`config.mk`:
```
export PLATFORM = sky130hd
export DESIGN_NAME = kfc_mul
export DESIGN_NICKNAME = d
export VERILOG_FILES = /design/src/kfc_pkg.sv /design/src/kfc_mul.sv
export SDC_FILE = /design/constraint.sdc
export NUM_CORES = 2
export LEC_CHECK = 0
export BUFFER_PORTS_ARGS = -buffer_cell sky130_fd_sc_hd__buf_2
export CAP_MARGIN = 20
export CORE_ASPECT_RATIO = 0.7
export CORE_UTILIZATION = 35
export DETAILED_ROUTE_END_ITERATION = 8
export PLACE_DENSITY = 0.49
export SLEW_MARGIN = 20
export SYNTH_ARGS = -nofsm -noshare
export SYNTH_HDL_FRONTEND = slang
export SYNTH_SLANG_ARGS = --single-unit
```
`constraint.sdc`:
```
create_clock -name clock -period 15.5 [get_ports clock]
set_input_delay 0.775 -clock clock [delete_from_list [all_inputs] [get_ports clock]]
set_output_delay 0.775 -clock clock [all_outputs]
set_load 0.01 [all_outputs]
```
`src/kfc_pkg.sv`:
```
// Shared types, constants and register indexes of the kinematic feasibility cost block.
`default_nettype none
package kfc_pkg;
   localparam int unsigned MaxPointsDefault = 1024;
   localparam int unsigned QueueDepth = 2;
   localparam int unsigned CsrIndexWidth = 2;

   localparam logic [CsrIndexWidth-1:0] CSR_MAX_SPEED = 2'd0;
   localparam logic [CsrIndexWidth-1:0] CSR_MAX_ACCEL = 2'd1;
   localparam logic [CsrIndexWidth-1:0] CSR_INV_INTERVAL_SQ = 2'd2;

   localparam logic [31:0] InvIntervalSqReset = 32'h0001_0000;
   localparam logic [62:0] Sat63 = {63{1'b1}};

   typedef struct packed {
      logic [31:0] vmag;
      logic vneg;
      logic [33:0] amag;
      logic aneg;
   } axis_diff_type;

   typedef struct packed {
      axis_diff_type [2:0] axis;
      logic [1:0] fill;
      logic fin;
      logic [9:0] idx0;
      logic [9:0] idx1;
      logic [9:0] idx2;
   } point_entry_type;

   typedef struct packed {
      logic start;
      logic [63:0] op_a;
      logic [63:0] op_b;
   } mul_req_type;

   typedef struct packed {
      logic done;
      logic [62:0] prod;
   } mul_rsp_type;

   typedef struct packed {
      logic [31:0] max_speed;
      logic [31:0] max_accel;
      logic [31:0] inv_interval_sq;
   } csr_type;
endpackage
`default_nettype wire

```
`src/kfc_mul.sv`:
```
// Multi-cycle saturating Q16.16 multiplier built from four 32x32 partial products.
`default_nettype none
module kfc_mul (
   input  logic                 clock,
   input  logic                 reset,
   input  kfc_pkg::mul_req_type req,
   output kfc_pkg::mul_rsp_type rsp
);
   import kfc_pkg::*;

   logic [63:0]  a_ff, a_in, b_ff, b_in;
   logic [2:0]   cnt_ff, cnt_in;
   logic         busy_ff, busy_in, done_ff, done_in;
   logic [63:0]  prod_ff, prod_in;
   logic [1:0]   sh_ff, sh_in;
   logic [127:0] acc_ff, acc_in;
   logic [31:0]  x, y;
   logic [127:0] shifted;

   always_comb begin
      case (cnt_ff[1:0])
         2'd0: begin
            x = a_ff[31:0];
            y = b_ff[31:0];
         end
         2'd1: begin
            x = a_ff[31:0];
            y = b_ff[63:32];
         end
         2'd2: begin
            x = a_ff[63:32];
            y = b_ff[31:0];
         end
         default: begin
            x = a_ff[63:32];
            y = b_ff[63:32];
         end
      endcase
      case (sh_ff)
         2'd0:    shifted = {64'b0, prod_ff};
         2'd1:    shifted = {32'b0, prod_ff, 32'b0};
         2'd2:    shifted = {32'b0, prod_ff, 32'b0};
         default: shifted = {prod_ff, 64'b0};
      endcase
   end

   always_comb begin
      a_in = a_ff;
      b_in = b_ff;
      cnt_in = cnt_ff;
      busy_in = busy_ff;
      done_in = 1'b0;
      prod_in = prod_ff;
      sh_in = sh_ff;
      acc_in = acc_ff;
      if (req.start) begin
         a_in = req.op_a;
         b_in = req.op_b;
         cnt_in = '0;
         busy_in = 1'b1;
         acc_in = '0;
      end else if (busy_ff) begin
         if (cnt_ff < 3'd4) begin
            prod_in = {32'b0, x} * {32'b0, y};
            sh_in = cnt_ff[1:0];
         end
         if (cnt_ff != 3'd0) begin
            acc_in = acc_ff + shifted;
         end
         if (cnt_ff == 3'd4) begin
            busy_in = 1'b0;
            done_in = 1'b1;
         end
         cnt_in = cnt_ff + 3'd1;
      end
   end

   always_ff @(posedge clock) begin
      if (reset) begin
         cnt_ff <= '0;
         busy_ff <= 1'b0;
         done_ff <= 1'b0;
      end else begin
         cnt_ff <= cnt_in;
         busy_ff <= busy_in;
         done_ff <= done_in;
      end
      a_ff <= a_in;
      b_ff <= b_in;
      prod_ff <= prod_in;
      sh_ff <= sh_in;
      acc_ff <= acc_in;
   end

   assign rsp.done = done_ff;
   assign rsp.prod = (|acc_ff[127:79]) ? Sat63 : acc_ff[78:16];
endmodule
`default_nettype wire

```
==> flow_summary_export.csv <==
group,metric,value,unit
outcome,status,"complete, no violations",
timing,slew_headroom,22.9,%
clock_tree,root_buffer,"clkbuf_16",
drt,routedWlPerCell,25.9,um
drt,final_antenna_net_count,0,
worst_hold_path,hold_path.class,"input port to flip-flop",
drt,drt_iter0_drc,4549,
timing,setup_viol,0,
setup_path,crit_required,15.90,ns
logic_synthesis,ys_seq_area_share,15.9,%
global_route,grt_pass1_wl,302000,um
timing,period_needed,11.17,ns
drt,drcViolationCount,0,
place,dpl-instance-area,56500,um2
global_route,grt_max_degree,77,
clock_tree,post-cts-setup-buffers,0,
finish,final_util,38.4,%
setup_path,worstSetupEndpointType,"flip-flop",
place,io_buffers,194,
finish,fillCellCount,15400,
logic_synthesis,syn_area,53400,um2
logic_synthesis,yosysWarnings,0,
global_route,use_met2,36.2,%
die,core,151000,um2
setup_path,cpPeakStageDelay,0.82,ns
die,die-area,154000,um2
setup_path,path_buf_inv,7,
place,gp_congestion,0.960,
timing,timing.fmax,89.5,MHz
timing,rsz0062_at_grt,"no",
logic_synthesis,ys.flop_type,"edfxtp_1",
logic_synthesis,synth.avg_cell_area,8.82,um2
global_route,grt_use_met3,8.31,%
clock_tree,numCtsBuffers,40,
logic_synthesis,yosysUniqueCellTypes,94,
logic_synthesis,yosysTopAreaCell,"fa_1",
setup_path,path_class,"flip-flop to flip-flop",
timing,hold_viol,0,
clock_tree,cts.reportedPaths.clkPinSlew,0.06,ns
clock_tree,ctsHoldBuffers,0,
setup_path,crit_family,"adder cells",
die,fp.dieH,329,um
setup_path,worst-path-max-fanout,48,
clock_tree,cts-resized-gates,0,
setup_path,slowest_stage,"buf_4",
timing,tightestPinTransition,1.13,ns
logic_synthesis,netlist_top_cells_count,"inv_1, fa_1, nand2_1",
job,maxCapViolCount,0,
global_route,grt_pass1_vias,43500,
finish,design_area,58000,um2
clock_tree,cts_tree,"done",
setup_path,cp.arrival,11.57,ns
setup_path,start_kind,"flip-flop",
finish,regArea,8490,um2
timing,post-route-period-util,72.1,%
clock_tree,clockBufferDepth,3,
drt,viasPerCell,5.49,
logic_synthesis,ys_ff_latch,327,
finish,layout.nets,7470,
timing,finalMaxSlewViolations,0,
place,dp_hpwl,166000,um
logic_synthesis,async_reset_ff_share,0,%
finish,multi_input_area,40500,um2
logic_synthesis,synth_top_area_share,33.6,%
logic_synthesis,syn_inst,6049,
global_route,grt-ovfl-total,0,
die,rows,119,
global_route,busiest_layer,"met1",
die,fp.dieW,469,um
die,pin_count,195,
global_route,gr-usage-all-layers,27.0,%
global_route,antenna_found_initial,11,
logic_synthesis,synth_area_leaders,"fa_1, edfxtp_1, ha_1, inv_1, nand2_1",
clock_tree,clock-sinks,327,
logic_synthesis,syn_nets,7473,
timing,worst_slack,4.33,ns
logic_synthesis,synth-edff-count,194,
drt,routed_wirelength,209000,um
clock_tree,worstSkewPairLatency,0.65,ns
finish,areaGrowthSynthToFinish,8.60,%
setup_path,ff2ff_setup_slack,4.33,ns
place,dp_slack,4.44,ns
drt,dr_total_vias,44300,
setup_path,path_common_cell,"fa_1",
timing,clock_skew,0.0474,ns
finish,drive_above_1_share,8.31,%
drt,dr.pass1.iters,6,
global_route,grt_use_met1,41.8,%
die,initial_core_util,35.4,%
logic_synthesis,synth_most_common_cell,"inv_1",
timing,tns,0,ns
clock_tree,cts_max_level,2,
-- kinds of logic (layout without fill, tap and decap cells) --
kind of cell	after synthesis	in the layout	synth area share, %
xor+xnor	181	181	2.97
simple gates	1947	1947	15.6
other cells	0	3	0
buf+inv	1255	1284	8.89
fa+ha+maj	1293	1293	42.9
flops	327	327	15.9
mux	128	128	2.55
compound gates	918	918	11.1
-- path summary, 6_finish.rpt --
check	from	to	cells after the start
setup reg to reg	cnt_ff[0]	prod_ff[59]	30
hold / removal	req[101]	a_ff[37]	1
setup / recovery	cnt_ff[0]	prod_ff[59]	30
hold reg to reg	acc_ff[6]	acc_ff[6]	2
-- flip-flops by register name, summed over array words and instances (netlist names) --
name,cells
prod_ff,64
done_ff,1
b_ff,64
sh_ff,2
cnt_ff,3
a_ff,64
busy_ff,1
acc_ff,128
-- per-layer routing --
layer	routed length (um)	vias up
met3	24400	232
met1	98000	22600
met2	82300	2137
met4	4070	8
li1	-	19300
met5	285	-
-- layout by cell type, fill, tap and decap left out, drive strengths merged, types with 104 or more instances in the layout --
master / count
inv: 942
fa: 897
nand2: 807
nor2: 717
ha: 396
a21oi: 325
buf: 267
edfxtp: 194
o21ai: 191
dfxtp: 133
xnor2: 119
a21o: 104
-- metrics by stage --
step / hold WS [ns] / cells
6_report: 0.315 / 8077
5_1_grt: 0.281 / 8074
3_5_place_dp: 0.452 / 7999
4_1_cts: 0.263 / 8073
2_1_floorplan: 0.436 / 6049
3_3_place_gp: 0.444 / 7999
-- area by class of cell --
type / count / share of cell area [%]
Inverter: 941 / 6.09
Tap cell: 1996 / 4.31
Timing Repair Buffer: 269 / 2.69
Multi-Input combinational cell: 4467 / 69.8
Clock inverter: 29 / 0.643
Antenna cell: 3 / 0.0130
Clock buffer: 45 / 1.76
Sequential cell: 327 / 14.6
Power is not shown: default switching activity piles up to over one toggle a cycle in this logic, so the estimate is an artifact.
