$ cat src/kfc_pkg.sv
// Shared types, constants and register indexes of the kinematic feasibility cost block.
`default_nettype none
package kfc_pkg;
   localparam int unsigned MaxPointsDefault = 1024;
   localparam int unsigned QueueDepth = 2;
   localparam int unsigned CsrIndexWidth = 2;

   localparam logic [CsrIndexWidth-1:0] CSR_MAX_SPEED = 2'd0;
   localparam logic [CsrIndexWidth-1:0] CSR_MAX_ACCEL = 2'd1;
   localparam logic [CsrIndexWidth-1:0] CSR_INV_INTERVAL_SQ = 2'd2;

   localparam logic [31:0] InvIntervalSqReset = 32'h0001_0000;
   localparam logic [62:0] Sat63 = {63{1'b1}};

   typedef struct packed {
      logic [31:0] vmag;
      logic vneg;
      logic [33:0] amag;
      logic aneg;
   } axis_diff_type;

   typedef struct packed {
      axis_diff_type [2:0] axis;
      logic [1:0] fill;
      logic fin;
      logic [9:0] idx0;
      logic [9:0] idx1;
      logic [9:0] idx2;
   } point_entry_type;

   typedef struct packed {
      logic start;
      logic [63:0] op_a;
      logic [63:0] op_b;
   } mul_req_type;

   typedef struct packed {
      logic done;
      logic [62:0] prod;
   } mul_rsp_type;

   typedef struct packed {
      logic [31:0] max_speed;
      logic [31:0] max_accel;
      logic [31:0] inv_interval_sq;
   } csr_type;
endpackage
`default_nettype wire

$ cat src/kfc_queue.sv
// Short queue of point words between the front end and the back end.
`default_nettype none
module kfc_queue (
   input  logic                     clock,
   input  logic                     reset,
   input  logic                     push,
   input  kfc_pkg::point_entry_type push_entry,
   output logic                     full,
   input  logic                     pop,
   output kfc_pkg::point_entry_type pop_entry,
   output logic                     empty
);
   import kfc_pkg::*;

   localparam int unsigned PtrWidth = (QueueDepth > 1) ? $clog2(QueueDepth) : 1;

   point_entry_type     mem_ff [QueueDepth];
   logic [PtrWidth-1:0] wr_ff, wr_in, rd_ff, rd_in;
   logic [PtrWidth:0]   count_ff, count_in;

   assign full = (count_ff == (PtrWidth+1)'(QueueDepth));
   assign empty = (count_ff == '0);
   assign pop_entry = mem_ff[rd_ff];

   always_comb begin
      wr_in = wr_ff;
      rd_in = rd_ff;
      count_in = count_ff;
      if (push) begin
         wr_in = (wr_ff == PtrWidth'(QueueDepth - 1)) ? '0 : wr_ff + PtrWidth'(1);
      end
      if (pop) begin
         rd_in = (rd_ff == PtrWidth'(QueueDepth - 1)) ? '0 : rd_ff + PtrWidth'(1);
      end
      if (push && !pop) begin
         count_in = count_ff + (PtrWidth+1)'(1);
      end else if (pop && !push) begin
         count_in = count_ff - (PtrWidth+1)'(1);
      end
   end

   always_ff @(posedge clock) begin
      if (reset) begin
         wr_ff <= '0;
         rd_ff <= '0;
         count_ff <= '0;
      end else begin
         wr_ff <= wr_in;
         rd_ff <= rd_in;
         count_ff <= count_in;
      end
      if (push) begin
         mem_ff[wr_ff] <= push_entry;
      end
   end
endmodule
`default_nettype wire

$ cat config.mk
export PLATFORM = sky130hd
export DESIGN_NAME = kfc_queue
export DESIGN_NICKNAME = d
export VERILOG_FILES = /design/src/kfc_pkg.sv /design/src/kfc_queue.sv
export SDC_FILE = /design/constraint.sdc
export NUM_CORES = 1
export LEC_CHECK = 0
export ABC_AREA = 1
export ABC_CLOCK_PERIOD_IN_PS = 10900
export BUFFER_PORTS_ARGS = -buffer_cell sky130_fd_sc_hd__clkbuf_2
export CAP_MARGIN = 20
export CORE_UTILIZATION = 47
export CTS_CLUSTER_SIZE = 40
export DETAILED_ROUTE_END_ITERATION = 8
export GPL_TIMING_DRIVEN = 0
export PLACE_DENSITY = 0.76
export SYNTH_ARGS = -nofsm -noshare
export SYNTH_HDL_FRONTEND = slang
export SYNTH_SLANG_ARGS = --single-unit
$ cat constraint.sdc
create_clock -name clock -period 10.9 [get_ports clock]
set_input_delay 0.545 -clock clock [delete_from_list [all_inputs] [get_ports clock]]
set_output_delay 0.545 -clock clock [all_outputs]
set_load 0.05 [all_outputs]
==> flow_metrics.py <==
metrics = {
    "setup_path": {
        "slowest_delay_ns": 0.39,
        "cp-end-kind": "output port",
        "path_class": "flip-flop to output port",
        "slowest_stage": "dfxtp_1",
        "r2r_cells": 6,
        "startpoint_type": "flip-flop",
        "crit_arrival_ns": 2.06,
        "worstPathRequired_ns": 10.36,
        "path_cells": "buf_6 -> clkbuf_8 -> mux2_2 -> clkbuf_2",
        "cp_max_fo": 10,
    },
    "synthesis": {
        "syn_avg_cell_area_sq_um": 22.69,
        "syn_nets": 1012,
        "synth-seq-cells": 479,
        "yosysSeqAreaShare_pct": 82.04,
        "synth_warnings": 0,
        "yosysUniqueCellTypes": 15,
        "synth_area_sq_mm": 0.01747,
        "syn_inst": 770,
    },
    "finish": {
        "nNetsFinal": 1551,
        "final_common_cell": "clkbuf_2",
        "fill_cells": 2670,
        "final_cell_mix": "clkbuf_2, edfxtp_1, mux2_2, clkbuf_16, clkbuf_8",
        "final_area_sq_mm": 0.02216,
        "drive_above_1_share_pct": 61.01,
        "areaGrowthSynthToFinish_pct": 26.84,
    },
    "clock_network": {
        "clock_sinks": 479,
        "cts_tree": "built",
        "post_cts_resized": 0,
        "htree_levels": 2,
        "clk_path_buf_depth": 3,
        "clk-insertion-delay-late_ns": 0.55,
        "cts_hold_buffers": 0,
        "cts_made_buffers": 48,
        "cts_root_buffer": "clkbuf_16",
        "post_cts_buffers": 0,
        "path_clk_slew_ns": 0.06,
    },
    "flow_run": {
        "cap_violations": 0,
    },
    "global_routing": {
        "grt_max_degree": 106,
        "antenna_found_initial": 2,
        "grt_pass1_wl_um": 53950,
        "grtUsageTotal_pct": 18.97,
        "grt_pass1_vias": 9613,
        "gr-total-overflow": 0,
    },
    "place": {
        "gp_congestion": 0.7644,
        "dpl_cell_area_sq_mm": 0.02069,
        "dp_hpwl_um": 25650,
        "post-place-ws_ns": 8.117,
        "portBuffers": 479,
    },
    "timing": {
        "slew_headroom_pct": 57.78,
        "period_needed_ns": 2.602,
        "skew_ns": 0.01457,
        "fmax_mhz": 384.2,
        "timing.final.crit_share_pct": 23.88,
        "hold_viol": 0,
        "setup-violations-final": 0,
        "tns_ns": 0,
        "grt_setup_unrepaired": "false",
        "worst_slack_ns": 8.298,
        "drv_slew": 0,
        "tightest_slew_ns": 0.6318,
    },
    "floorplan": {
        "coreArea_sq_mm": 0.03661,
        "start_util_pct": 47.72,
        "fp.dieH_um": 194.8,
        "die_area_sq_mm": 0.03795,
        "die_x_um": 194.8,
        "io_pins": 480,
        "num_rows": 70,
    },
    "power_and_ir_drop": {
        "intPower_mw": 3.237,
        "switching_share_pct": 26.77,
        "leakagePower_nw": 8.448,
        "pwr-share-seq_pct": 48.8,
        "share_comb_of_total_power_pct": 16.5,
        "power_density_mw_per_mm2": 199.5,
        "ir_drop_mv": 0.1605,
        "p_sw_mw": 1.184,
        "clockPowerShare_pct": 34.7,
    },
    "drt": {
        "postRouteAntennaNets": 0,
        "first_pass_iters": 6,
        "drc": 0,
        "drtIter0Drc": 431,
        "via_per_inst": 5.020,
        "vias": 9102,
        "wl_per_cell_um": 20.18,
        "wirelength_um": 36580,
    },
    "worst_hold_path": {
        "whs_path_depth": 1,
        "hp-class": "primary input to flip-flop",
    },
    "run_status": {
        "status": "finished clean",
    },
}
==> flip-flops by register name, indices dropped and copies added, names as in the netlist, named ones only <==
signal	flops
wr_ff	1
mem_ff	474
count_ff	2
rd_ff	1
==> logic make-up after synthesis <==
kind of cell / count (synthesis) / share of synthesized area (%)
compound gates: 2 / 0.05724
xor+xnor: 1 / 0.05014
fa+ha+maj: 1 / 0.07160
buf+inv: 35 / 2.155
flops: 479 / 82.04
mux: 237 / 15.27
simple gates: 15 / 0.3509
==> synthesized netlist by cell type <==
cell,count,area [sq um]
nand2_1,5,18.77
mux2_2,237,2669
dfxtp_1,5,100.1
edfxtp_1,474,14230
inv_1,9,33.78
nor2_1,7,26.28
xnor2_1,1,8.760
nand3_1,1,5.000
o21ai_0,1,5.000
a21oi_1,1,5.000
nand4_1,1,6.260
ha_1,1,12.51
nor3_1,1,5.000
buf_6,6,67.56
clkbuf_8,20,275.3
==> per-layer routing <==
| metal | track usage [%] | up-vias | share of wire, % |
|---|---|---|---|
| li1 | - | 4150 | - |
| met1 | 20.15 | 4479 | 35 |
| met2 | 33.56 | 398 | 52 |
| met3 | 7.184 | 73 | 9.8 |
| met4 | 8.224 | 2 | 3.1 |
| met5 | 0 | - | 0.036 |
==> through the flow <==
step | power, mW | std cells | utilization [%] | hold slack, ns
5_1_grt | 4.555 | 1813 | 60.53 | 0.1460
3_5_place_dp | 2.931 | 1727 | 56.52 | 0.5241
6_report | 4.421 | 1813 | 60.53 | 0.1790
4_1_cts | 4.466 | 1812 | 60.53 | 0.1353
2_1_floorplan | 2.739 | 770 | - | 0.4799
3_3_place_gp | 2.935 | 1717 | 55.88 | 0.4970
==> critical path: cells and delay by family, from the launching register on <==
kind / cells / cell delay, ns
buf+inv: 3 / 0.74
flops: 1 / 0.39
mux: 1 / 0.36
==> path summary, 6_finish.rpt <==
path                            slack (ns)             from             end
worst min-delay path                  0.18  push_entry[183]  mem_ff[1][183]
worst max register to register        8.51            wr_ff   mem_ff[0][83]
worst max-delay path                  8.30        flip-flop  pop_entry[160]
worst min register to register        0.53            rd_ff           rd_ff
==> power groups by stage <==
| stage | Combinational (mW) | Sequential (mW) | Clock [mW] |
|---|---|---|---|
| after global routing | 0.762 | 2.16 | 1.63 |
| after global placement | 0.714 | 2.22 | 0 |
| after floorplan | 0.531 | 2.21 | 0 |
| final | 0.731 | 2.16 | 1.53 |
| after CTS | 0.739 | 2.16 | 1.57 |
| after detailed placement | 0.736 | 2.20 | 0 |
==> area by class of cell <==
cell class              count  area, sq um  share of cell area [%]
well taps                 468        585.6                   2.642
inverters                   9        41.29                  0.1863
clock inverters            27        206.4                  0.9316
clock buffers              58         1260                   5.685
repair buffers            489         2620                   11.82
plain buffers              26        342.8                   1.547
flip-flops and latches    479        14330                   64.68
diodes                      1        2.502                 0.01129
multi-input cells         256         2769                   12.49
Power figures use the tool's default switching activity.
