## config.mk

```make
export PLATFORM = sky130hd
export DESIGN_NAME = kfc_front
export DESIGN_NICKNAME = d
export VERILOG_FILES = /design/src/kfc_pkg.sv /design/src/kfc_front.sv
export SDC_FILE = /design/constraint.sdc
export NUM_CORES = 1
export LEC_CHECK = 0
export BUFFER_PORTS_ARGS = -buffer_cell sky130_fd_sc_hd__buf_2
export CAP_MARGIN = 5
export CORE_ASPECT_RATIO = 1.1
export CORE_MARGIN = 5
export CORE_UTILIZATION = 54
export CTS_BUF_LIST = sky130_fd_sc_hd__clkbuf_16
export DETAILED_ROUTE_END_ITERATION = 12
export GPL_ROUTABILITY_DRIVEN = 0
export PLACE_DENSITY = 0.73
export SYNTH_ARGS = -nofsm -noshare
export SYNTH_HDL_FRONTEND = slang
export SYNTH_SLANG_ARGS = --single-unit
```

## constraint.sdc

```tcl
create_clock -name clock -period 6 [get_ports clock]
set_input_delay 0.3 -clock clock [delete_from_list [all_inputs] [get_ports clock]]
set_output_delay 0.3 -clock clock [all_outputs]
set_load 0.01 [all_outputs]
```

## src/kfc_pkg.sv

```systemverilog
// Shared types, constants and register indexes of the kinematic feasibility cost block.
`default_nettype none
package kfc_pkg;
   localparam int unsigned MaxPointsDefault = 1024;
   localparam int unsigned QueueDepth = 2;
   localparam int unsigned CsrIndexWidth = 2;

   localparam logic [CsrIndexWidth-1:0] CSR_MAX_SPEED = 2'd0;
   localparam logic [CsrIndexWidth-1:0] CSR_MAX_ACCEL = 2'd1;
   localparam logic [CsrIndexWidth-1:0] CSR_INV_INTERVAL_SQ = 2'd2;

   localparam logic [31:0] InvIntervalSqReset = 32'h0001_0000;
   localparam logic [62:0] Sat63 = {63{1'b1}};

   typedef struct packed {
      logic [31:0] vmag;
      logic vneg;
      logic [33:0] amag;
      logic aneg;
   } axis_diff_type;

   typedef struct packed {
      axis_diff_type [2:0] axis;
      logic [1:0] fill;
      logic fin;
      logic [9:0] idx0;
      logic [9:0] idx1;
      logic [9:0] idx2;
   } point_entry_type;

   typedef struct packed {
      logic start;
      logic [63:0] op_a;
      logic [63:0] op_b;
   } mul_req_type;

   typedef struct packed {
      logic done;
      logic [62:0] prod;
   } mul_rsp_type;

   typedef struct packed {
      logic [31:0] max_speed;
      logic [31:0] max_accel;
      logic [31:0] inv_interval_sq;
   } csr_type;
endpackage
`default_nettype wire

```

## src/kfc_front.sv

```systemverilog
// Front end: accepts control points, forms differences and indexes, pushes words to the queue.
`default_nettype none
module kfc_front #(
   parameter int unsigned MAX_POINTS = kfc_pkg::MaxPointsDefault
) (
   input  logic                     clock,
   input  logic                     reset,
   input  logic                     req_valid,
   output logic                     req_stall,
   input  logic signed [31:0]       req_pos_x,
   input  logic signed [31:0]       req_pos_y,
   input  logic signed [31:0]       req_pos_z,
   input  logic                     req_final_point,
   output logic                     push,
   output kfc_pkg::point_entry_type push_entry,
   input  logic                     full
);
   import kfc_pkg::*;

   localparam int unsigned CntWidth = $clog2(MAX_POINTS);

   logic signed [31:0] prev_ff [3][2];
   logic signed [31:0] prev_in [3][2];
   logic signed [31:0] cur [3];
   logic signed [32:0] vel [3];
   logic signed [34:0] acc [3];
   logic [1:0]          fill_ff, fill_in;
   logic [CntWidth-1:0] cnt_ff, cnt_in;
   logic [31:0]         n32, m32, idx0, idx1;

   assign cur[0] = req_pos_x;
   assign cur[1] = req_pos_y;
   assign cur[2] = req_pos_z;

   assign req_stall = full;
   assign push = req_valid && !full;

   assign n32 = 32'(cnt_ff);
   assign m32 = 32'(MAX_POINTS);
   assign idx0 = (n32 >= 32'd2) ? (n32 - 32'd2) : (n32 + m32 - 32'd2);
   assign idx1 = (n32 >= 32'd1) ? (n32 - 32'd1) : (m32 - 32'd1);

   always_comb begin
      for (int i = 0; i < 3; i++) begin
         vel[i] = 33'(cur[i]) - 33'(prev_ff[i][1]);
         acc[i] = 35'(cur[i]) - (35'(prev_ff[i][1]) <<< 1) + 35'(prev_ff[i][0]);
         push_entry.axis[i].vneg = vel[i][32];
         push_entry.axis[i].vmag = vel[i][32] ? 32'(-vel[i]) : 32'(vel[i]);
         push_entry.axis[i].aneg = acc[i][34];
         push_entry.axis[i].amag = acc[i][34] ? 34'(-acc[i]) : 34'(acc[i]);
      end
      push_entry.fill = fill_ff;
      push_entry.fin = req_final_point;
      push_entry.idx0 = idx0[9:0];
      push_entry.idx1 = idx1[9:0];
      push_entry.idx2 = n32[9:0];
   end

   always_comb begin
      prev_in = prev_ff;
      fill_in = fill_ff;
      cnt_in = cnt_ff;
      if (push) begin
         if (req_final_point) begin
            for (int i = 0; i < 3; i++) begin
               prev_in[i][0] = '0;
               prev_in[i][1] = '0;
            end
            fill_in = '0;
            cnt_in = '0;
         end else begin
            for (int i = 0; i < 3; i++) begin
               prev_in[i][0] = prev_ff[i][1];
               prev_in[i][1] = cur[i];
            end
            if (fill_ff != 2'd2) begin
               fill_in = fill_ff + 2'd1;
            end
            cnt_in = (n32 == m32 - 32'd1) ? '0 : cnt_ff + CntWidth'(1);
         end
      end
   end

   always_ff @(posedge clock) begin
      if (reset) begin
         for (int i = 0; i < 3; i++) begin
            prev_ff[i][0] <= '0;
            prev_ff[i][1] <= '0;
         end
         fill_ff <= '0;
         cnt_ff <= '0;
      end else begin
         prev_ff <= prev_in;
         fill_ff <= fill_in;
         cnt_ff <= cnt_in;
      end
   end
endmodule
`default_nettype wire

```

==> results.sh, run 1 <==
export IMPL_outcome="completed"
export IMPL_grt_overflow=0
export IMPL_crit_path_start_kind="register"
export IMPL_ys_flop_type="dfxtp_1"
export IMPL_cts_sinks=204
export IMPL_power_density_mw_per_mm2=245
export IMPL_p_int_mw=3.95
export IMPL_antenna_found_initial=10
export IMPL_setup_viol=0
export IMPL_ir_drop_mv=0.238
export IMPL_skew_ns=0.0188
export IMPL_crit_path_top_delay_cell="a2111oi_0"
export IMPL_fin_hold_ws_ns=0.0298
export IMPL_max_cap_violations=0
export IMPL_die_w_um=222
export IMPL_syn_area_per_cell_um2=7.03
export IMPL_max_stage_delay_ns=0.89
export IMPL_synth_edf_count=0
export IMPL_post_drt_wl_per_cell_um=16.8
export IMPL_pwr_share_clk_pct=20.8
export IMPL_num_vias=26700
export IMPL_worstPathMaxFanout=7
export IMPL_vias_per_cell=5.68
export IMPL_rsz0062_at_grt="no"
export IMPL_die_area_mm2=0.0542
export IMPL_grt_pass1_wl_mm=127
export IMPL_clk_latency_ns=0.54
export IMPL_ant_nets=0
export IMPL_switchingPower_mw=3.31
export IMPL_p_total_mw=7.27
export IMPL_end_kind="output pin"
export IMPL_drt_pass1_iter_count=6
export IMPL_first_iter_violations=1732
export IMPL_synthCells=3809
export IMPL_dp_hpwl_mm=64.2
export IMPL_power_frac_comb_pct=59.6
export IMPL_synth_nets=4220
export IMPL_period_minus_slack_ns=5.65
export IMPL_hold_class="in -> reg"
export IMPL_first_global_vias=24800
export IMPL_tns_ns=0
export IMPL_die_h_um=244
export IMPL_cts_root_buf="clkbuf_16"
export IMPL_start_util_pct=54.6
export IMPL_tightest_slew_ns=1.05
export IMPL_ys_types=111
export IMPL_slew_violations=0
export IMPL_yosysSeqAreaShare_pct=15.2
export IMPL_worstPathArrival_ns=5.35
export IMPL_cts_max_level=1
export IMPL_grt_usage_pct=27.5
export IMPL_cts_buffers=25
export IMPL_crit_type="reg -> out"
export IMPL_period_share_pct=94.1
export IMPL_hold_violations=0
export IMPL_crit_top_cell="o21ai_1"
export IMPL_rows=85
export IMPL_required_ns=5.70
export IMPL_syn_area_mm2=0.0268
export IMPL_coreArea_mm2=0.0490
export IMPL_relSlewSlack_pct=27.9
export IMPL_yosysWarningCount=0
export IMPL_cts_resized=0
export IMPL_drc_errors=0
export IMPL_max_freq_ghz=0.177
export IMPL_clk_pin_slew_worst_paths_ns=0.06
export IMPL_p_leak_nw=12.8
export IMPL_synth_seq_cells=204
export IMPL_nNetsFinal=4440
export IMPL_grt_max_degree=89
export IMPL_p_seq_share_pct=19.7
export IMPL_path_cells="fa_1 > inv_1 > ha_1 > o211ai_1 > o21ai_1 > xor2_1 > a2111oi_0 > nor3b_1 > nand4_1 > nor2_1 > nand2_1 > o21ai_1 > a21boi_1 > xnor2_1 > buf_2"
export IMPL_drive_above_1_share_pct=11.7
export IMPL_io_pins=340
export IMPL_synth_async_reset_ratio_pct=0
export IMPL_routed_wl_mm=79.1
export IMPL_cts_tree="built"
export IMPL_port_buffers=339
export IMPL_swShare_pct=45.6
export IMPL_area_growth_synth_to_final_pct=10.7
export IMPL_cts_max_path_buffers=3
==> kinds of logic (layout without fill, tap and decap cells) <==
kind of cell             Yosys count  after routing  share of synthesized area [%]
AO/OA/AOI/OAI                    996            996                           23.3
XOR/XNOR                         357            357                           11.7
adder cells (fa/ha/maj)          310            310                           17.3
buffers and inverters            716            953                           10.3
flip-flops                       204            204                           15.2
multiplexers                      14             14                          0.584
other                              0              9                              0
AND/OR/NAND/NOR                 1212           1212                           21.6
==> power by group through the flow <==
stage | Clock [mW] | Sequential, mW | Combinational (mW)
after floorplan | 0 | 1.45 | 2.91
after global placement | 0 | 1.46 | 4.26
after detailed placement | 0 | 1.46 | 4.27
after CTS | 1.55 | 1.43 | 4.30
after global routing | 1.60 | 1.43 | 4.72
final | 1.51 | 1.43 | 4.33
==> path summary, 6_finish.rpt <==
check                                          startpoint                        end  slack [ns]  depth (start not counted)
worst min-delay path                        req_pos_y[27]   prev_ff[91]$_SDFFE_PP0P_        0.03                          3
worst min register to register  prev_ff[107]$_SDFFE_PP0P_  prev_ff[107]$_SDFFE_PP0P_        0.45                          2
worst max-delay path            prev_ff[131]$_SDFFE_PP0P_             push_entry[64]        0.35                         15
worst max register to register     cnt_ff[0]$_SDFFE_PP0P_     cnt_ff[9]$_SDFFE_PP0P_        4.08                          5
==> synth_stat cells (19+ instances only) <==
cell / number / area share, %
a211oi_1: 31 / 0.87
a21o_1: 69 / 1.9
a21oi_1: 434 / 8.1
a31oi_1: 44 / 1.0
and2_1: 28 / 0.65
and3_1: 29 / 0.68
buf_2: 21 / 0.39
clkbuf_1: 126 / 1.8
dfxtp_1: 204 / 15
fa_1: 99 / 7.4
ha_1: 211 / 9.9
inv_1: 547 / 7.7
nand2_1: 533 / 7.5
nand2b_1: 30 / 0.70
nand3_1: 48 / 0.90
nand4_1: 40 / 0.93
nor2_1: 228 / 3.2
nor2b_1: 34 / 0.79
nor3_1: 89 / 1.7
o211ai_1: 28 / 0.78
o21a_1: 30 / 0.84
o21ai_0: 148 / 2.8
o21ai_1: 19 / 0.35
o21bai_1: 29 / 0.81
o31ai_1: 21 / 0.59
or3_1: 29 / 0.68
xnor2_1: 218 / 7.1
xor2_1: 138 / 4.5
==> worst max-delay path: cells and delay by family, from the launching register on <==
kind                     cells  cell delay, ns
AO/OA/AOI/OAI                5            1.99
buffers and inverters        2            0.24
XOR/XNOR                     2            0.49
adder cells (fa/ha/maj)      2            0.88
flip-flops                   1            0.36
AND/OR/NAND/NOR              4            0.84
==> final cells by class <==
type | instances | area (um2)
flip-flops and latches | 204 | 4080
clock buffers | 25 | 626
diodes | 9 | 22.5
fillers | 4721 | 19400
clock inverters | 19 | 180
well taps | 652 | 816
multi-input cells | 2889 | 20000
repair buffers | 360 | 1890
inverters | 549 | 2060
==> registers in the layout, summed over array words and instances (netlist names) <==
name and cells:
cnt_ff 10, prev_ff 192, fill_ff 2
==> cells in the final DEF (no fill, tap or decap), types with 29 or more instances in the layout <==
master	count
o21ai_0	148
dfxtp_1	204
or3_1	29
xor2_1	138
a21oi_1	434
a21o_1	68
buf_2	339
fa_1	99
nor2_1	228
nor2b_1	34
xnor2_1	218
nand4_1	40
and3_1	29
o21bai_1	29
nand3_1	48
nand2_1	533
nor3_1	89
nand2b_1	29
o21a_1	30
a31oi_1	43
ha_1	211
a211oi_1	31
inv_1	549
==> timing repair <==
item | in CTS | in global routing
hold endpoints to repair | 8 | 0
buffers inserted | 0 | 0
hold buffers | 8 | 0
==> metal layers <==
metal	track usage (%)	wire length, um	vias to the layer above
met5	0	13	-
met4	11.9	3610	2
met3	3.23	4890	178
met2	44.8	35900	931
met1	36.8	34700	12300
li1	-	-	13300
==> per-stage QoR <==
step / area (um2) / cells / utilization (%) / setup slack (ns)
2_1_floorplan: 26800 / 3809 / - / 1.82
3_3_place_gp: 28700 / 4646 / 58.6 / 0.931
3_5_place_dp: 28700 / 4646 / 58.6 / 0.884
4_1_cts: 29600 / 4698 / 60.4 / 0.451
5_1_grt: 29600 / 4706 / 60.5 / 0.152
6_report: 29700 / 4707 / 60.5 / 0.352
(Power assumes the default switching activity.)
==> run 2, diff against run 1 <==
--- a/config.mk
+++ b/config.mk
@@ -5,6 +5,7 @@
 export SDC_FILE = /design/constraint.sdc
 export NUM_CORES = 1
 export LEC_CHECK = 0
+export ABC_AREA = 1
 export BUFFER_PORTS_ARGS = -buffer_cell sky130_fd_sc_hd__buf_2
 export CAP_MARGIN = 5
 export CORE_ASPECT_RATIO = 1.1
@@ -13,7 +14,7 @@
 export CTS_BUF_LIST = sky130_fd_sc_hd__clkbuf_16
 export DETAILED_ROUTE_END_ITERATION = 12
 export GPL_ROUTABILITY_DRIVEN = 0
-export PLACE_DENSITY = 0.73
+export PLACE_DENSITY = 0.72
 export SYNTH_ARGS = -nofsm -noshare
 export SYNTH_HDL_FRONTEND = slang
 export SYNTH_SLANG_ARGS = --single-unit
==> run 2 against run 1 <==
  * Flip-flop and latch count unchanged
  * Worst hold slack better by 0.063 ns
  * Power up 39%
  * Core utilization down 0.74 points
  * Setup slack better by 1.0 ns
  * Final area up 18%
  * Critical path depth up 2
  * Area after synthesis up 20%
  * Clock skew down 0.0047 ns
  * Cell count up 44%
  * Via count up 31%
  * Critical endpoint is now push_entry[75]
==> results.sh, run 2 <==
export IMPL_syn_area_per_cell_um2=5.57
export IMPL_slew_violations=0
export IMPL_cts_tree="built"
export IMPL_synth_top_cell_by_area="nand2_1"
export IMPL_crit_path_start_kind="register"
export IMPL_dp_cells=6741
export IMPL_largest_reg_flops=192
export IMPL_cts_max_level=1
export IMPL_clk_latency_ns=0.53
export IMPL_regMostFlops="prev_ff"
export IMPL_cts_max_path_buffers=3
export IMPL_die_area_mm2=0.0643
export IMPL_first_iter_violations=2301
export IMPL_first_global_vias=32800
export IMPL_grt_overflow=0
export IMPL_yosysWarningCount=0
export IMPL_rsz0062_at_grt="no"
export IMPL_antenna_found_initial=21
export IMPL_ant_nets=0
export IMPL_p_leak_nw=20.2
export IMPL_dp_hpwl_mm=83.1
export IMPL_coreArea_mm2=0.0586
export IMPL_synth_async_reset_ratio_pct=0
export IMPL_drc_errors=0
export IMPL_tightest_slew_ns=1.04
export IMPL_ys_types=50
export IMPL_cts_sinks=204
export IMPL_grt_pass1_wl_mm=158
export IMPL_nNetsFinal=6419
export IMPL_grt_max_degree=253
export IMPL_period_share_pct=77.3
export IMPL_skew_ns=0.0141
export IMPL_rows=93
export IMPL_max_cap_violations=0
export IMPL_synthXorXnorAreaFrac_pct=5.58
export IMPL_required_ns=5.70
export IMPL_final_cells=6798
export IMPL_synth_top_area_share_pct=21.4
export IMPL_power_density_mw_per_mm2=287
export IMPL_worstPathMaxFanout=29
export IMPL_postCtsHoldBufs=0
export IMPL_drive_above_1_share_pct=7.67
export IMPL_cts_resized=0
export IMPL_setup_viol=0
export IMPL_grt_usage_pct=29.1
export IMPL_area_growth_synth_to_final_pct=9.43
export IMPL_synth_nets=6156
export IMPL_relSlewSlack_pct=31.0
export IMPL_top_regs="prev_ff (192), cnt_ff (10), fill_ff (2)"
export IMPL_mostFrequentLayoutCells="nand2_1, inv_1, nor2_1, a21oi_1, nand3_1"
export IMPL_netlist_top_cells_count="nand2_1, inv_1, nor2_1"
export IMPL_cts_buffers=25
export IMPL_max_freq_ghz=0.216
export IMPL_grt_most_used_layer="met2"
export IMPL_period_minus_slack_ns=4.64
export IMPL_grtUsageMet3_pct=3.71
export IMPL_met2_usage_pct=52.3
export IMPL_final_common_cell="nand2_1"
export IMPL_clk_pin_slew_worst_paths_ns=0.06
export IMPL_synth_edf_count=0
export IMPL_cts_setup_buffers=0
export IMPL_synth_seq_cells=204
export IMPL_hold_class="in -> reg"
export IMPL_io_pins=340
export IMPL_die_w_um=242
export IMPL_ys_flop_type="dfxtp_1"
export IMPL_synthSimpleGateAreaFrac_pct=37.1
export IMPL_die_h_um=265
export IMPL_met1_usage_pct=34.9
export IMPL_worstPathArrival_ns=4.34
export IMPL_final_core_util_pct=59.7
export IMPL_yosysMostFrequentCell="nand2_1"
export IMPL_end_kind="output pin"
export IMPL_cts_root_buf="clkbuf_16"
export IMPL_start_util_pct=54.6
export IMPL_synthTopCellsByArea="nand2_1, inv_1, dfxtp_1"
export IMPL_synthCells=5745
export IMPL_num_vias=35100
export IMPL_ir_drop_mv=0.282
export IMPL_outcome="completed"
export IMPL_crit_type="reg -> out"
export IMPL_synth_mux_area_share_pct=0
export IMPL_syn_area_mm2=0.0320
export IMPL_hold_violations=0
export IMPL_drt_pass1_iter_count=8
export IMPL_routed_wl_mm=98.7
export IMPL_vias_per_cell=5.16
export IMPL_synth_compound_area_share_pct=13.0
export IMPL_port_buffers=339
export IMPL_post_drt_wl_per_cell_um=14.5
export IMPL_synth_adder_area_share_pct=14.4
export IMPL_yosysSeqAreaShare_pct=12.8
export IMPL_synth_top_family_by_area="simple AND/OR/NAND/NOR gates"
export IMPL_tns_ns=0
## run 2: cell types whose count changed after synthesis, moves of 34 or more
cell	delta
nand2_1	+1289
clkbuf_1	-51
a21o_1	-67
nor3_1	-42
a211oi_1	+159
xnor2_1	-173
a31oi_1	-38
a21oi_1	-68
inv_1	+783
nand3_1	+300
nor2_1	+247
nor2b_1	-34
o21ai_0	-66
## run 2: cell type report
| class | count | area (um2) |
|---|---|---|
| repair buffers | 345 | 1760 |
| clock buffers | 25 | 626 |
| flip-flops and latches | 204 | 4080 |
| fillers | 6159 | 23600 |
| inverters | 1343 | 5050 |
| clock inverters | 19 | 97.6 |
| multi-input cells | 4089 | 22400 |
| diodes | 13 | 32.5 |
| well taps | 760 | 951 |
## run 2: power by group
group | total, mW | switching (mW) | internal (mW) | leakage, nW
clock | 1.38 | 0.621 | 0.758 | 0.373
combinational | 7.19 | 4.71 | 2.49 | 18.1
sequential | 1.50 | 0.0628 | 1.44 | 1.68
## run 2: critical path, stage by stage (launching register included)
cell and delay (ns):
dfxtp_1 0.41, ha_1 0.19, inv_1 0.06, fa_1 0.39
nand2_1 0.08, nand2_1 0.12, nand2_1 0.16, o21ai_2 0.11
nand2_1 0.09, nand2_1 0.07, nand2_1 0.08, nand2_1 0.05
nand2_1 0.05, nand2_1 0.29, inv_1 0.76, o21ai_0 0.27
xor2_1 0.41, buf_2 0.22
## run 2: cells by family after synthesis
| group | Yosys count |
|---|---|
| adder cells (fa/ha/maj) | 310 |
| AO/OA/AOI/OAI | 702 |
| buffers and inverters | 1452 |
| AND/OR/NAND/NOR | 2880 |
| XOR/XNOR | 197 |
| flip-flops | 204 |
## run 2: worst paths after layout
check | startpoint | to | slack [ns] | depth (start not counted)
worst min register to register | prev_ff[160]$_SDFFE_PP0P_ | prev_ff[160]$_SDFFE_PP0P_ | 0.47 | 2
worst min-delay path | req_pos_x[8] | prev_ff[136]$_SDFFE_PP0P_ | 0.09 | 3
worst max register to register | cnt_ff[0]$_SDFFE_PP0P_ | cnt_ff[4]$_SDFFE_PP0P_ | 3.86 | 8
worst max-delay path | prev_ff[128]$_SDFFE_PP0P_ | push_entry[75] | 1.36 | 17
## run 2: per-layer routing
metal | share of wire (%) | vias to the layer above
li1 | - | 18200
met1 | 42 | 15600
met2 | 47 | 996
met3 | 5.2 | 263
met4 | 4.9 | 14
met5 | 0.090 | -
## run 2: through the flow
stage                     instance area, um2  total power, mW  setup WS, ns  hold WS (ns)
after floorplan                        32000             6.51          2.86         0.449
after detailed placement               34300             8.69          1.92         0.461
after global placement                 34300             8.63          1.99         0.459
after CTS                              35000             10.1          1.40        0.0598
final                                  35000             10.1          1.36        0.0927
after global routing                   35000             11.1          1.06        0.0848
